===== config.mk =====
export PLATFORM = sky130hd
export DESIGN_NAME = qslerp_sqrt
export DESIGN_NICKNAME = d
export VERILOG_FILES = /design/src/qslerp_pkg.sv /design/src/qslerp_sqrt.sv
export SDC_FILE = /design/constraint.sdc
export NUM_CORES = 2
export LEC_CHECK = 0
export BUFFER_PORTS_ARGS = -buffer_cell sky130_fd_sc_hd__clkbuf_2
export CELL_PAD_IN_SITES_DETAIL_PLACEMENT = 0
export CELL_PAD_IN_SITES_GLOBAL_PLACEMENT = 1
export CORE_MARGIN = 3
export CORE_UTILIZATION = 48
export CTS_CLUSTER_SIZE = 8
export DETAILED_ROUTE_END_ITERATION = 10
export GPL_TIMING_DRIVEN = 0
export MAX_ROUTING_LAYER = met4
export PLACE_DENSITY_LB_ADDON = 0.1
export SYNTH_ARGS = -nofsm -noshare
export SYNTH_HDL_FRONTEND = slang
export SYNTH_SLANG_ARGS = --single-unit

===== constraint.sdc =====
create_clock -name i_clk -period 4.41 [get_ports i_clk]
set_input_delay 0.6615 -clock i_clk [delete_from_list [all_inputs] [get_ports i_clk]]
set_output_delay 0.6615 -clock i_clk [all_outputs]
set_load 0.01 [all_outputs]

===== src/qslerp_pkg.sv =====
package qslerp_pkg;

    localparam int FRAC_BITS      = 14;
    localparam int ANG_FRAC       = 30;
    localparam int ANGLE_ITER_DEF = 16;
    localparam int COMP_W         = 16;
    localparam int T_W            = 15;
    localparam int ANG_W          = 34;
    localparam int WGT_W          = 17;
    localparam int CSQ_W          = 2 * (FRAC_BITS + 1);
    localparam int RAD_SHIFT      = 2 * (ANG_FRAC - FRAC_BITS);
    localparam int SQRT_IN_W      = CSQ_W - 1 + RAD_SHIFT;
    localparam int SQRT_ACC_W     = SQRT_IN_W + 2;
    localparam int SQRT_OUT_W     = 31;
    localparam int SQRT_STAGES    = 32;
    localparam int DIV_QBITS      = 16;
    localparam int DIV_STAGES     = DIV_QBITS + 1;
    localparam int DIV_W          = ANG_W + FRAC_BITS + 3;

    localparam logic signed [ANG_W-1:0] CORDIC_GAIN_INV = 34'sd652032874;
    localparam logic [T_W-1:0]          NEAR_RESET      = 15'd2;

    typedef logic signed [COMP_W-1:0] t_comp;

    typedef struct packed {
        t_comp [3:0]    a;
        t_comp [3:0]    b;
        logic [T_W-1:0] t;
        logic           neg;
        logic           in_rng;
    } t_side;

    function automatic logic signed [ANG_W-1:0] atan_q30(input logic [4:0] k);
        logic signed [ANG_W-1:0] v;
        case (k)
            5'd0:    v = 34'sd843314856;
            5'd1:    v = 34'sd497837829;
            5'd2:    v = 34'sd263043836;
            5'd3:    v = 34'sd133525158;
            5'd4:    v = 34'sd67021686;
            5'd5:    v = 34'sd33543515;
            5'd6:    v = 34'sd16775850;
            5'd7:    v = 34'sd8388437;
            5'd8:    v = 34'sd4194282;
            5'd9:    v = 34'sd2097149;
            5'd10:   v = 34'sd1048575;
            5'd11:   v = 34'sd524287;
            5'd12:   v = 34'sd262143;
            5'd13:   v = 34'sd131071;
            5'd14:   v = 34'sd65535;
            5'd15:   v = 34'sd32767;
            5'd16:   v = 34'sd16383;
            5'd17:   v = 34'sd8191;
            5'd18:   v = 34'sd4095;
            5'd19:   v = 34'sd2047;
            5'd20:   v = 34'sd1023;
            5'd21:   v = 34'sd511;
            5'd22:   v = 34'sd255;
            5'd23:   v = 34'sd127;
            5'd24:   v = 34'sd63;
            5'd25:   v = 34'sd31;
            5'd26:   v = 34'sd15;
            5'd27:   v = 34'sd8;
            5'd28:   v = 34'sd4;
            5'd29:   v = 34'sd2;
            5'd30:   v = 34'sd1;
            default: v = 34'sd0;
        endcase
        return v;
    endfunction

endpackage


===== src/qslerp_sqrt.sv =====
module qslerp_sqrt import qslerp_pkg::*; (
    input  logic                  i_clk,
    input  logic                  i_en,
    input  logic [SQRT_IN_W-1:0]  i_rad,
    output logic [SQRT_OUT_W-1:0] o_root
);

    logic [SQRT_ACC_W-1:0] r_rem [SQRT_STAGES];
    logic [SQRT_ACC_W-1:0] r_res [SQRT_STAGES];

    // one result bit per stage, trial bit walks down two places each time
    for (genvar k = 0; k < SQRT_STAGES; k++) begin : g_stg
        localparam logic [SQRT_ACC_W-1:0] BIT = SQRT_ACC_W'(1) << (62 - 2 * k);
        logic [SQRT_ACC_W-1:0] rem_in;
        logic [SQRT_ACC_W-1:0] res_in;
        logic [SQRT_ACC_W-1:0] trial;

        if (k == 0) begin : g_first
            assign rem_in = SQRT_ACC_W'(i_rad);
            assign res_in = '0;
        end else begin : g_next
            assign rem_in = r_rem[k-1];
            assign res_in = r_res[k-1];
        end

        assign trial = res_in + BIT;

        always_ff @(posedge i_clk) begin
            if (i_en) begin
                if (rem_in >= trial) begin
                    r_rem[k] <= rem_in - trial;
                    r_res[k] <= (res_in >> 1) + BIT;
                end else begin
                    r_rem[k] <= rem_in;
                    r_res[k] <= res_in >> 1;
                end
            end
        end
    end

    assign o_root = r_res[SQRT_STAGES-1][SQRT_OUT_W-1:0];

endmodule


==> qor.tcl <==
set qor(skew_ns) 0.136
set qor(total_power_mw) 72.9
set qor(global_route.overflow_total) 0
set qor(p_per_area_nw_per_um2) 533
set qor(clk-insertion-delay-late_ns) 1.00
set qor(antenna_found_initial) 17
set qor(rsz0062_at_grt) {true}
set qor(setup_viol) 0
set qor(fillers) 21011
set qor(crit-reg2reg-launch) {r_res[0][611]}
set qor(fp.dieArea_um2) 257000
set qor(power_leakage_nw) 50.8
set qor(syn-cell-area_um2) 121000
set qor(cts-root-to-sink-buffers) 4
set qor(antenna_violating_nets_post_route) 0
set qor(die_width_um) 507
set qor(io_pins) 94
set qor(postLayoutCoreUtil_pct) 54.8
set qor(fp.coreArea_um2) 249000
set qor(ys_seq_elements) 2479
set qor(finalMaxSlewViolations) 0
set qor(vdd_drop_max_uv) 374
set qor(detail_route.drc_violations) 0
set qor(worst_setup_path_start_kind) {register}
set qor(synth-edff-count) 2479
set qor(initial_utilization_pct) 48.4
set qor(cts_sinks) 2479
set qor(clk_pin_slew_ns) 0.05
set qor(period_needed_ns) 4.37
set qor(routed-via-count) 80718
set qor(cts-root-buf) {clkbuf_16}
set qor(period_share_pct) 99.0
set qor(relSlewSlack_pct) 11.7
set qor(grt_start_max_net_pins) 75
set qor(nNetsFinal) 10970
set qor(postSynth.asyncResetShare_pct) 0
set qor(worstSetupStartpoint) {r_res[0][611]}
set qor(port_buffers) 93
set qor(run_status) {finished clean}
set qor(critPathRequiredTime_ns) 5.04
set qor(floorplan.rows) 183
set qor(yosysTopAreaCell) {edfxtp_1}
set qor(tritoncts.num_buffers) 363
set qor(grt_first_pass_wirelength_mm) 510
set qor(cts_tree) {done}
set qor(hold_violations_final) 0
set qor(netlist_instances) 9804
set qor(clock.fmax_mhz) 229
set qor(synth_top_cell_area_share_pct) 61.7
set qor(drt-pass1-iter-count) 5
set qor(drive_above_1_share_pct) 7.73
set qor(grtUsageTotal_pct) 27.2
set qor(last_weighted_congestion_value_of_the_routability_driven_placer) 0.927
set qor(cp-end-kind) {register}
set qor(via_per_inst) 5.88
set qor(postSynthAreaPerCell_um2) 12.3
set qor(yosysSeqAreaShare_pct) 61.7
set qor(worstPathMaxFanout) 10
set qor(min-delay-start) {i_en}
set qor(timing_worst_setup_path_type) {reg -> reg}
set qor(place_inst) 13259
set qor(detailedRoute.firstIterationViolations) 7850
set qor(hpwlAfterDp_mm) 264
set qor(drt_wl_total_mm) 344
set qor(htreeDepth) 5
set qor(synth-warning-count) 0
set qor(syn2layout_area_growth_pct) 13.3
set qor(grt_pass1_vias) 77912
set qor(die_outline_height_um) 507
set qor(final-instance-count-excl-fill) 13721
set qor(avgRoutedWirePerCell_um) 25.0
set qor(drv_cap) 0
set qor(hold_path.class) {in -> reg}
set qor(worst_pin_slew_ns) 1.31
set qor(synth.net_count) 10423
set qor(setup_total_negative_slack_ns) 0
set qor(cp_data_arrival_time_ns) 5.00
set qor(synthTopCellsByArea) {edfxtp_1 (62%), ha_1 (5.8%), xnor2_1 (3.3%)}
set qor(synth.lib_cells_used.distinct) 90
set qor(ys_dominant_reg_cell) {edfxtp_1}
## per-stage QoR
| step | worst slack [ns] | cell area, um2 | hold slack [ns] |
|---|---|---|---|
| finish | 0.0429 | 137000 | 0.283 |
| global route | -0.0692 | 137000 | 0.273 |
| CTS | 0.00177 | 136000 | 0.233 |
| detailed placement | -0.842 | 126000 | 0.430 |
| global placement | -6.29 | 125000 | 0.427 |
| floorplan | 0.0238 | 121000 | 0.417 |
## where the power goes
part           internal [mW]  switching, mW
sequential              30.0           2.96
combinational           6.14           9.91
clock                   14.5           9.34
total                   50.7           22.2
## sequential cells by signal, indices dropped and copies added, names as in the netlist
| name | flops |
|---|---|
| r_res | 527 |
| r_rem | 1952 |
## final timing paths
path                   end  slack [ns]  cells past startpoint
max reg2reg  r_rem[0][682]        0.04                     12
min           r_rem[0][34]        0.28                      1
min reg2reg  r_rem[0][150]        0.40                      0
max          r_rem[0][682]        0.04                     12
## routing by layer
| layer | global-route usage, % | part of all wire (%) |
|---|---|---|
| met1 | 41.9 | 49 |
| met2 | 38.5 | 43 |
| met3 | 3.18 | 5.9 |
| met4 | 6.34 | 2.3 |
| met5 | - | 0 |
## synth_stat cells, drive strengths merged (29+ instances only)
library cell and instances:
clkbuf 218, a31oi 44, nor4b 53, or4 73, and3 46, nand3 204, nand4 163, nor2 548
xor2 393, a211oi 43, ha 555, inv 708, nor4 387, o31ai 34, nor2b 81, edfxtp 2479
o21ai 561, mux2 88, nand4b 29, nor3 281, or2 49, a21oi 510, or3 94, nand2b 112
xnor2 456, a21o 241, o21bai 55, o21a 89, nand2 753, nand3b 33, o211ai 39, and2 41
## worst max-delay path: stages (launching register included)
cell and delay, ns:
edfxtp_1 0.41, inv_1 0.06, ha_1 0.37, o21a_1 0.16
o21a_1 0.18, nor2_1 0.40, o211ai_1 0.21, a31oi_1 0.29
nor2b_1 0.09, or4b_2 0.67, clkbuf_1 0.32, clkbuf_1 0.38
a21oi_1 0.54
## layout by cell type, fill, tap and decap left out, types with 61 or more instances in the layout
cell,synthesis,routed
nand2_1,752,752
nor2b_1,81,81
nor2_1,548,547
or4_1,70,69
edfxtp_1,2479,2479
mux2_2,88,88
inv_1,706,705
o21a_1,89,89
clkbuf_2,0,114
dlygate4sd3_1,0,61
nor4_1,382,368
a21oi_1,510,510
or3_1,94,94
nor3_1,279,276
xnor2_1,456,456
nand2b_1,112,112
nand4_1,163,163
a21o_1,241,241
o21ai_0,556,551
clkbuf_1,218,169
ha_1,555,553
xor2_1,393,388
clkbuf_16,0,365
nand3_1,204,204
## cells by family after synthesis
group	synth area share [%]
adder cells (fa/ha/maj)	5.77
buffers and inverters	2.95
flip-flops	61.7
multiplexers	0.938
AND/OR/NAND/NOR	13.0
AO/OA/AOI/OAI	9.45
XOR/XNOR	6.16
## cell type report
class | count | area, um2 | area share (%)
Timing Repair Buffer | 193 | 1900 | 1.39
Tap cell | 3330 | 4170 | 3.05
Sequential cell | 2479 | 74400 | 54.5
Multi-Input combinational cell | 6380 | 43000 | 31.5
Antenna cell | 8 | 20.0 | 0.0147
Buffer | 226 | 1010 | 0.737
Clock inverter | 19 | 221 | 0.162
Inverter | 708 | 2660 | 1.94
Clock buffer | 378 | 9180 | 6.72
## timing repair
action                     in CTS  in global routing
gates resized for setup        42                 65
setup endpoints to repair     297                227
hold endpoints to repair       61                  0
hold buffers                   61                  0
buffers inserted                1                  6
pin swaps                       2                  7
Note: power is estimated with default switching activity, not from simulation.
