--- src/qslerp_pkg.sv ---
package qslerp_pkg;

    localparam int FRAC_BITS      = 14;
    localparam int ANG_FRAC       = 30;
    localparam int ANGLE_ITER_DEF = 16;
    localparam int COMP_W         = 16;
    localparam int T_W            = 15;
    localparam int ANG_W          = 34;
    localparam int WGT_W          = 17;
    localparam int CSQ_W          = 2 * (FRAC_BITS + 1);
    localparam int RAD_SHIFT      = 2 * (ANG_FRAC - FRAC_BITS);
    localparam int SQRT_IN_W      = CSQ_W - 1 + RAD_SHIFT;
    localparam int SQRT_ACC_W     = SQRT_IN_W + 2;
    localparam int SQRT_OUT_W     = 31;
    localparam int SQRT_STAGES    = 32;
    localparam int DIV_QBITS      = 16;
    localparam int DIV_STAGES     = DIV_QBITS + 1;
    localparam int DIV_W          = ANG_W + FRAC_BITS + 3;

    localparam logic signed [ANG_W-1:0] CORDIC_GAIN_INV = 34'sd652032874;
    localparam logic [T_W-1:0]          NEAR_RESET      = 15'd2;

    typedef logic signed [COMP_W-1:0] t_comp;

    typedef struct packed {
        t_comp [3:0]    a;
        t_comp [3:0]    b;
        logic [T_W-1:0] t;
        logic           neg;
        logic           in_rng;
    } t_side;

    function automatic logic signed [ANG_W-1:0] atan_q30(input logic [4:0] k);
        logic signed [ANG_W-1:0] v;
        case (k)
            5'd0:    v = 34'sd843314856;
            5'd1:    v = 34'sd497837829;
            5'd2:    v = 34'sd263043836;
            5'd3:    v = 34'sd133525158;
            5'd4:    v = 34'sd67021686;
            5'd5:    v = 34'sd33543515;
            5'd6:    v = 34'sd16775850;
            5'd7:    v = 34'sd8388437;
            5'd8:    v = 34'sd4194282;
            5'd9:    v = 34'sd2097149;
            5'd10:   v = 34'sd1048575;
            5'd11:   v = 34'sd524287;
            5'd12:   v = 34'sd262143;
            5'd13:   v = 34'sd131071;
            5'd14:   v = 34'sd65535;
            5'd15:   v = 34'sd32767;
            5'd16:   v = 34'sd16383;
            5'd17:   v = 34'sd8191;
            5'd18:   v = 34'sd4095;
            5'd19:   v = 34'sd2047;
            5'd20:   v = 34'sd1023;
            5'd21:   v = 34'sd511;
            5'd22:   v = 34'sd255;
            5'd23:   v = 34'sd127;
            5'd24:   v = 34'sd63;
            5'd25:   v = 34'sd31;
            5'd26:   v = 34'sd15;
            5'd27:   v = 34'sd8;
            5'd28:   v = 34'sd4;
            5'd29:   v = 34'sd2;
            5'd30:   v = 34'sd1;
            default: v = 34'sd0;
        endcase
        return v;
    endfunction

endpackage

--- src/qslerp_div.sv ---
module qslerp_div import qslerp_pkg::*; (
    input  logic                    i_clk,
    input  logic                    i_en,
    input  logic signed [ANG_W-1:0] i_num,
    input  logic signed [ANG_W-1:0] i_den,
    output logic signed [WGT_W-1:0] o_wgt,
    output logic                    o_ok
);

    localparam logic [WGT_W-1:0] WMAX = WGT_W'(1) << (FRAC_BITS + 1);

    logic [DIV_W-1:0]     r_den0, r_rem0;
    logic                 r_neg0, r_ok0, r_ovf0;
    logic [DIV_W-1:0]     r_den [DIV_QBITS];
    logic [DIV_W-1:0]     r_rem [DIV_QBITS];
    logic [DIV_QBITS-1:0] r_q   [DIV_QBITS];
    logic                 r_neg [DIV_QBITS];
    logic                 r_ok  [DIV_QBITS];
    logic                 r_ovf [DIV_QBITS];

    logic                 num_neg, den_ok;
    logic [ANG_W:0]       num_mag;
    logic [DIV_W-1:0]     num_sh, den_use;
    logic [WGT_W-1:0]     mag;
    logic                 sat;

    // setup: magnitude of the numerator, guard a non-positive divisor
    always_comb begin
        num_neg = i_num < 0;
        num_mag = num_neg ? (ANG_W+1)'(-$signed({i_num[ANG_W-1], i_num}))
                          : (ANG_W+1)'({1'b0, i_num});
        num_sh  = DIV_W'(num_mag) << FRAC_BITS;
        den_ok  = i_den > 0;
        den_use = den_ok ? DIV_W'(i_den) : DIV_W'(1);
    end

    always_ff @(posedge i_clk) begin
        if (i_en) begin
            r_rem0 <= num_sh;
            r_den0 <= den_use;
            r_neg0 <= num_neg;
            r_ok0  <= den_ok;
            r_ovf0 <= num_sh >= (den_use << DIV_QBITS);
        end
    end

    // restoring division, one quotient bit per stage from the top
    for (genvar i = 0; i < DIV_QBITS; i++) begin : g_stg
        localparam int J = DIV_QBITS - 1 - i;
        logic [DIV_W-1:0]     rem_in, den_in, den_sh;
        logic [DIV_QBITS-1:0] q_in;
        logic                 neg_in, ok_in, ovf_in;

        if (i == 0) begin : g_first
            assign rem_in = r_rem0;
            assign den_in = r_den0;
            assign q_in   = '0;
            assign neg_in = r_neg0;
            assign ok_in  = r_ok0;
            assign ovf_in = r_ovf0;
        end else begin : g_next
            assign rem_in = r_rem[i-1];
            assign den_in = r_den[i-1];
            assign q_in   = r_q[i-1];
            assign neg_in = r_neg[i-1];
            assign ok_in  = r_ok[i-1];
            assign ovf_in = r_ovf[i-1];
        end

        assign den_sh = den_in << J;

        always_ff @(posedge i_clk) begin
            if (i_en) begin
                r_den[i] <= den_in;
                r_neg[i] <= neg_in;
                r_ok[i]  <= ok_in;
                r_ovf[i] <= ovf_in;
                if (rem_in >= den_sh) begin
                    r_rem[i] <= rem_in - den_sh;
                    r_q[i]   <= q_in | (DIV_QBITS'(1) << J);
                end else begin
                    r_rem[i] <= rem_in;
                    r_q[i]   <= q_in;
                end
            end
        end
    end

    // saturate the magnitude to two, then restore the sign
    always_comb begin
        sat   = r_ovf[DIV_QBITS-1] || ({1'b0, r_q[DIV_QBITS-1]} > WMAX);
        mag   = sat ? WMAX : {1'b0, r_q[DIV_QBITS-1]};
        o_wgt = r_neg[DIV_QBITS-1] ? -$signed(mag) : $signed(mag);
        o_ok  = r_ok[DIV_QBITS-1];
    end

endmodule

--- config.mk ---
export PLATFORM = sky130hd
export DESIGN_NAME = qslerp_div
export DESIGN_NICKNAME = d
export VERILOG_FILES = /design/src/qslerp_pkg.sv /design/src/qslerp_div.sv
export SDC_FILE = /design/constraint.sdc
export NUM_CORES = 2
export LEC_CHECK = 0
export ABC_CLOCK_PERIOD_IN_PS = 11020
export BUFFER_PORTS_ARGS = -buffer_cell sky130_fd_sc_hd__buf_2
export CAP_MARGIN = 20
export CORE_AREA = 2 2 504 506
export CTS_BUF_LIST = sky130_fd_sc_hd__clkbuf_8
export DETAILED_ROUTE_END_ITERATION = 10
export DIE_AREA = 0 0 506 508
export GPL_TIMING_DRIVEN = 0
export SLEW_MARGIN = 20
export SYNTH_ARGS = -nofsm -noshare
export SYNTH_HDL_FRONTEND = slang
export SYNTH_SLANG_ARGS = --single-unit
--- constraint.sdc ---
create_clock -name i_clk -period 11.02 [get_ports i_clk]
set_input_delay 1.102 -clock i_clk [delete_from_list [all_inputs] [get_ports i_clk]]
set_output_delay 1.102 -clock i_clk [all_outputs]
set_load 0.1 [all_outputs]
==> impl_metrics.ini <==
[outcome]
run_status = finished clean

[worst_setup_path]
crit_family = simple AND/OR/NAND/NOR gates
cp.arrival_ns = 5.33
cp-start-kind = flop
setup.worst_path.start = r_q[1][114]
worst_setup_path_end_kind = output pin
critical-path-slowest-cell = or4_1
worst-path-max-fanout = 10
crit_chain = or3_1 > or3_1 > or4_1 > or3_1 > a21oi_1 > clkbuf_1 > nand2_1 > ha_1 > o21ai_1 > nand2_1 > a21o_1 > o21ai_0 > buf_2
cp_num_buf_inv = 2
required_ns = 9.92
path_common_cell = or3_1
critical_path.reg2reg.startpoint = r_den[0][108]
ws_path_type = reg2out
crit_path_max_incr_delay_ns = 0.50

[hold_path]
worstHoldPathType = in2reg
holdCritStartpoint = i_num[0]

[flow_run]
timing.max_cap.violations = 0

[layout]
postLayoutCellArea_mm2 = 0.0981
final_common_cell = edfxtp_1
final.fill_count = 24600
area_delta_synth_final_pct = 11.8
layout.cells.most_common_list = edfxtp_1, inv_1, nand2_1
post_route_cells_drive_above_1_share = 0.0771
nets = 9610

[logic_synthesis]
synth_area_in_compound_gates = 0.172
synth.area.mux_share = 0.0190
synth-adder-area-share = 0.108
synth_seq_area_share = 0.489
synthesized_area_fraction_occupied_by_and_or_nand_nor_cells = 0.105
dominantRegCellSynth = edfxtp_1
netlist_instances = 8398
yosys_register_bits = 1428
netlist_top_cells_area = edfxtp_1, ha_1, o21ai_0
yosys.area_share.xor_xnor = 0.0616
synth_area_leader_cell = edfxtp_1
synth.lib_cells_used.distinct = 85
dominant_combinational_cell_family_by_area_after_synthesis = compound AO/OA/AOI/OAI gates
synthesis_warnings = 0
synth-async-reset-ratio = 0
synth.avg_cell_area_um2 = 10.4
synth_area_mm2 = 0.0877
synth_top_area_frac = 0.489
number_of_flops_mapped_to_enable_cells_by_yosys = 1428

[placement]
globalplace.congestion = 0.995
detailed_place.area_mm2 = 0.0930
dpl_hpwl_mm = 198
buffer_ports.inserted = 87

[pwr]
power_leakage_nw = 40.3
power_density_mw_per_mm2 = 272
peakVddDrop_uv = 137

[clocking]
ctsHoldBuffers = 0
max-clock-path-buffers = 4
cts_inserted_buffers = 280
worst_setup_hold_path_clk_slew_ns = 0.07
cts_setup_buffers = 0
clkSinkCount = 1428
cts.htree.levels = 5
cts_resized = 0
cts_tree = done
worst_skew_pair.late_latency_ns = 1.02
root_buf_cell = clkbuf_8

[routing]
route.final.wire_length_mm = 248
avgViaCountPerCell = 5.21
route.vias.total = 64300
drt_drc_violations_left = 0
routedWlPerCell_um = 20.1
drt_first_iter_violations = 3914
drt_first_pass_iters = 8
count_of_antenna_violating_nets_left_after_detailed_routing = 0

[global_routing]
largest_net_degree_at_the_start_of_global_routing = 102
number_of_antenna_violations_at_the_first_check_in_global_routing = 5
grt_residual_overflow = 0
grt_pass1_vias = 66100
first_pass_grt_wire_length_mm = 375
grt_usage = 0.188

[sta]
timing.slew.headroom = 0.167
setup_violations = 0
worstMarginPinSlew_ns = 1.24
rsz0062_at_grt = no
fin_worst_skew_ns = 0.0681
timing_max_transition_violations_final = 0
layout_min_cycle_time_ns = 6.44
report.final.hold_viol_count = 0
fmax_mhz = 155
fin_tns_setup_ns = 0
final.period_utilization = 0.584

[floorplan]
fp-row-count = 185
design.portCount = 88
initial_utilization = 0.348
die_x_um = 506
die_area_mm2 = 0.257
floorplan.core_area_mm2 = 0.252
die-height_um = 508
## worst register-to-register path, stage by stage (launching register included)
cell and delay, ns:
edfxtp_1 0.69, inv_1 0.11, ha_1 0.40, nand4_1 0.21
a21oi_1 0.22, o311ai_0 0.23, o21ai_0 0.84, a21oi_1 0.37
o31ai_1 0.49, nand4_1 0.22, a311oi_1 0.31, nor2_1 0.10
inv_2 0.31, buf_2 0.47, clkbuf_1 0.56, a21oi_1 0.21
## routing by layer
layer | part of all wire | GRT usage | vias to the layer above
met2 | 0.54 | 0.366 | 1600
met1 | 0.35 | 0.181 | 30400
met3 | 0.032 | 0.0239 | 678
met4 | 0.073 | 0.131 | 0
met5 | 0 | 0 | -
li1 | - | - | 31600
## cell type report
| type | instances | area [µm²] | area share |
|---|---|---|---|
| Tap cell | 3366 | 4210 | 0.0429 |
| Clock inverter | 174 | 1100 | 0.0112 |
| Timing Repair Buffer | 112 | 995 | 0.0101 |
| Inverter | 752 | 2820 | 0.0288 |
| Clock buffer | 288 | 3960 | 0.0404 |
| Sequential cell | 1428 | 42900 | 0.437 |
| Antenna cell | 5 | 12.5 | 0.000128 |
| Multi-Input combinational cell | 5940 | 40900 | 0.417 |
| Buffer | 281 | 1180 | 0.0120 |
## state kept, by name, summed over array words and instances, names as in the netlist
| register | flops |
|---|---|
| g_stg.ovf_in | 1 |
| g_stg.neg_in | 1 |
| r_ovf | 16 |
| g_stg.rem_in | 35 |
| r_q | 136 |
| r_rem | 646 |
| g_stg.den_in | 35 |
| r_den | 525 |
| g_stg.ok_in | 1 |
| r_neg | 16 |
| r_ok | 16 |
## where the power goes
| group | internal, mW | switching, mW | leakage [nW] |
|---|---|---|---|
| logic | 5.07 | 7.65 | 23.5 |
| clock network | 2.73 | 2.29 | 2.80 |
| registers | 8.03 | 0.865 | 14.0 |
| total | 15.8 | 10.8 | 40.3 |
## worst paths after layout
path / depth (start not counted) / slack, ns / end
worst max register to register: 15 / 4.92 / r_rem[0][176]
worst max-delay path: 13 / 4.58 / o_wgt[10]
worst min-delay path: 1 / 0.34 / g_stg[0].rem_in[14]
worst min register to register: 0 / 0.39 / r_den[0][220]
## per-stage QoR
step	util	total power, mW	hold slack (ns)	worst slack [ns]	cells
3_3_place_gp	0.366	21.6	0.402	-13.17	11900
2_1_floorplan	-	17.9	0.400	5.30	8401
5_1_grt	0.389	28.5	0.253	4.10	12300
4_1_cts	0.389	26.8	0.227	4.50	12300
6_report	0.389	26.6	0.338	4.58	12300
3_5_place_dp	0.369	21.6	0.405	3.64	11900
## cells in the mapped netlist, drive strengths merged (142+ instances only)
library cell / instances
xnor2: 351
nor2: 371
nand2: 800
ha: 730
edfxtp: 1428
inv: 751
a21oi: 693
o21ai: 756
xor2: 266
clkbuf: 236
mux2: 142
a21o: 402
## kinds of logic (layout without fill, tap and decap cells)
family	after synthesis	in the layout
buffers and inverters	1033	1607
muxes	149	149
and+or+nand+nor	1966	1966
DFF	1428	1428
AOI/OAI and AO/OA	2459	2459
xor gates and xnor gates	617	617
adders and majority gates	745	745
other	1	9
Note: power is estimated with default switching activity, not from simulation.
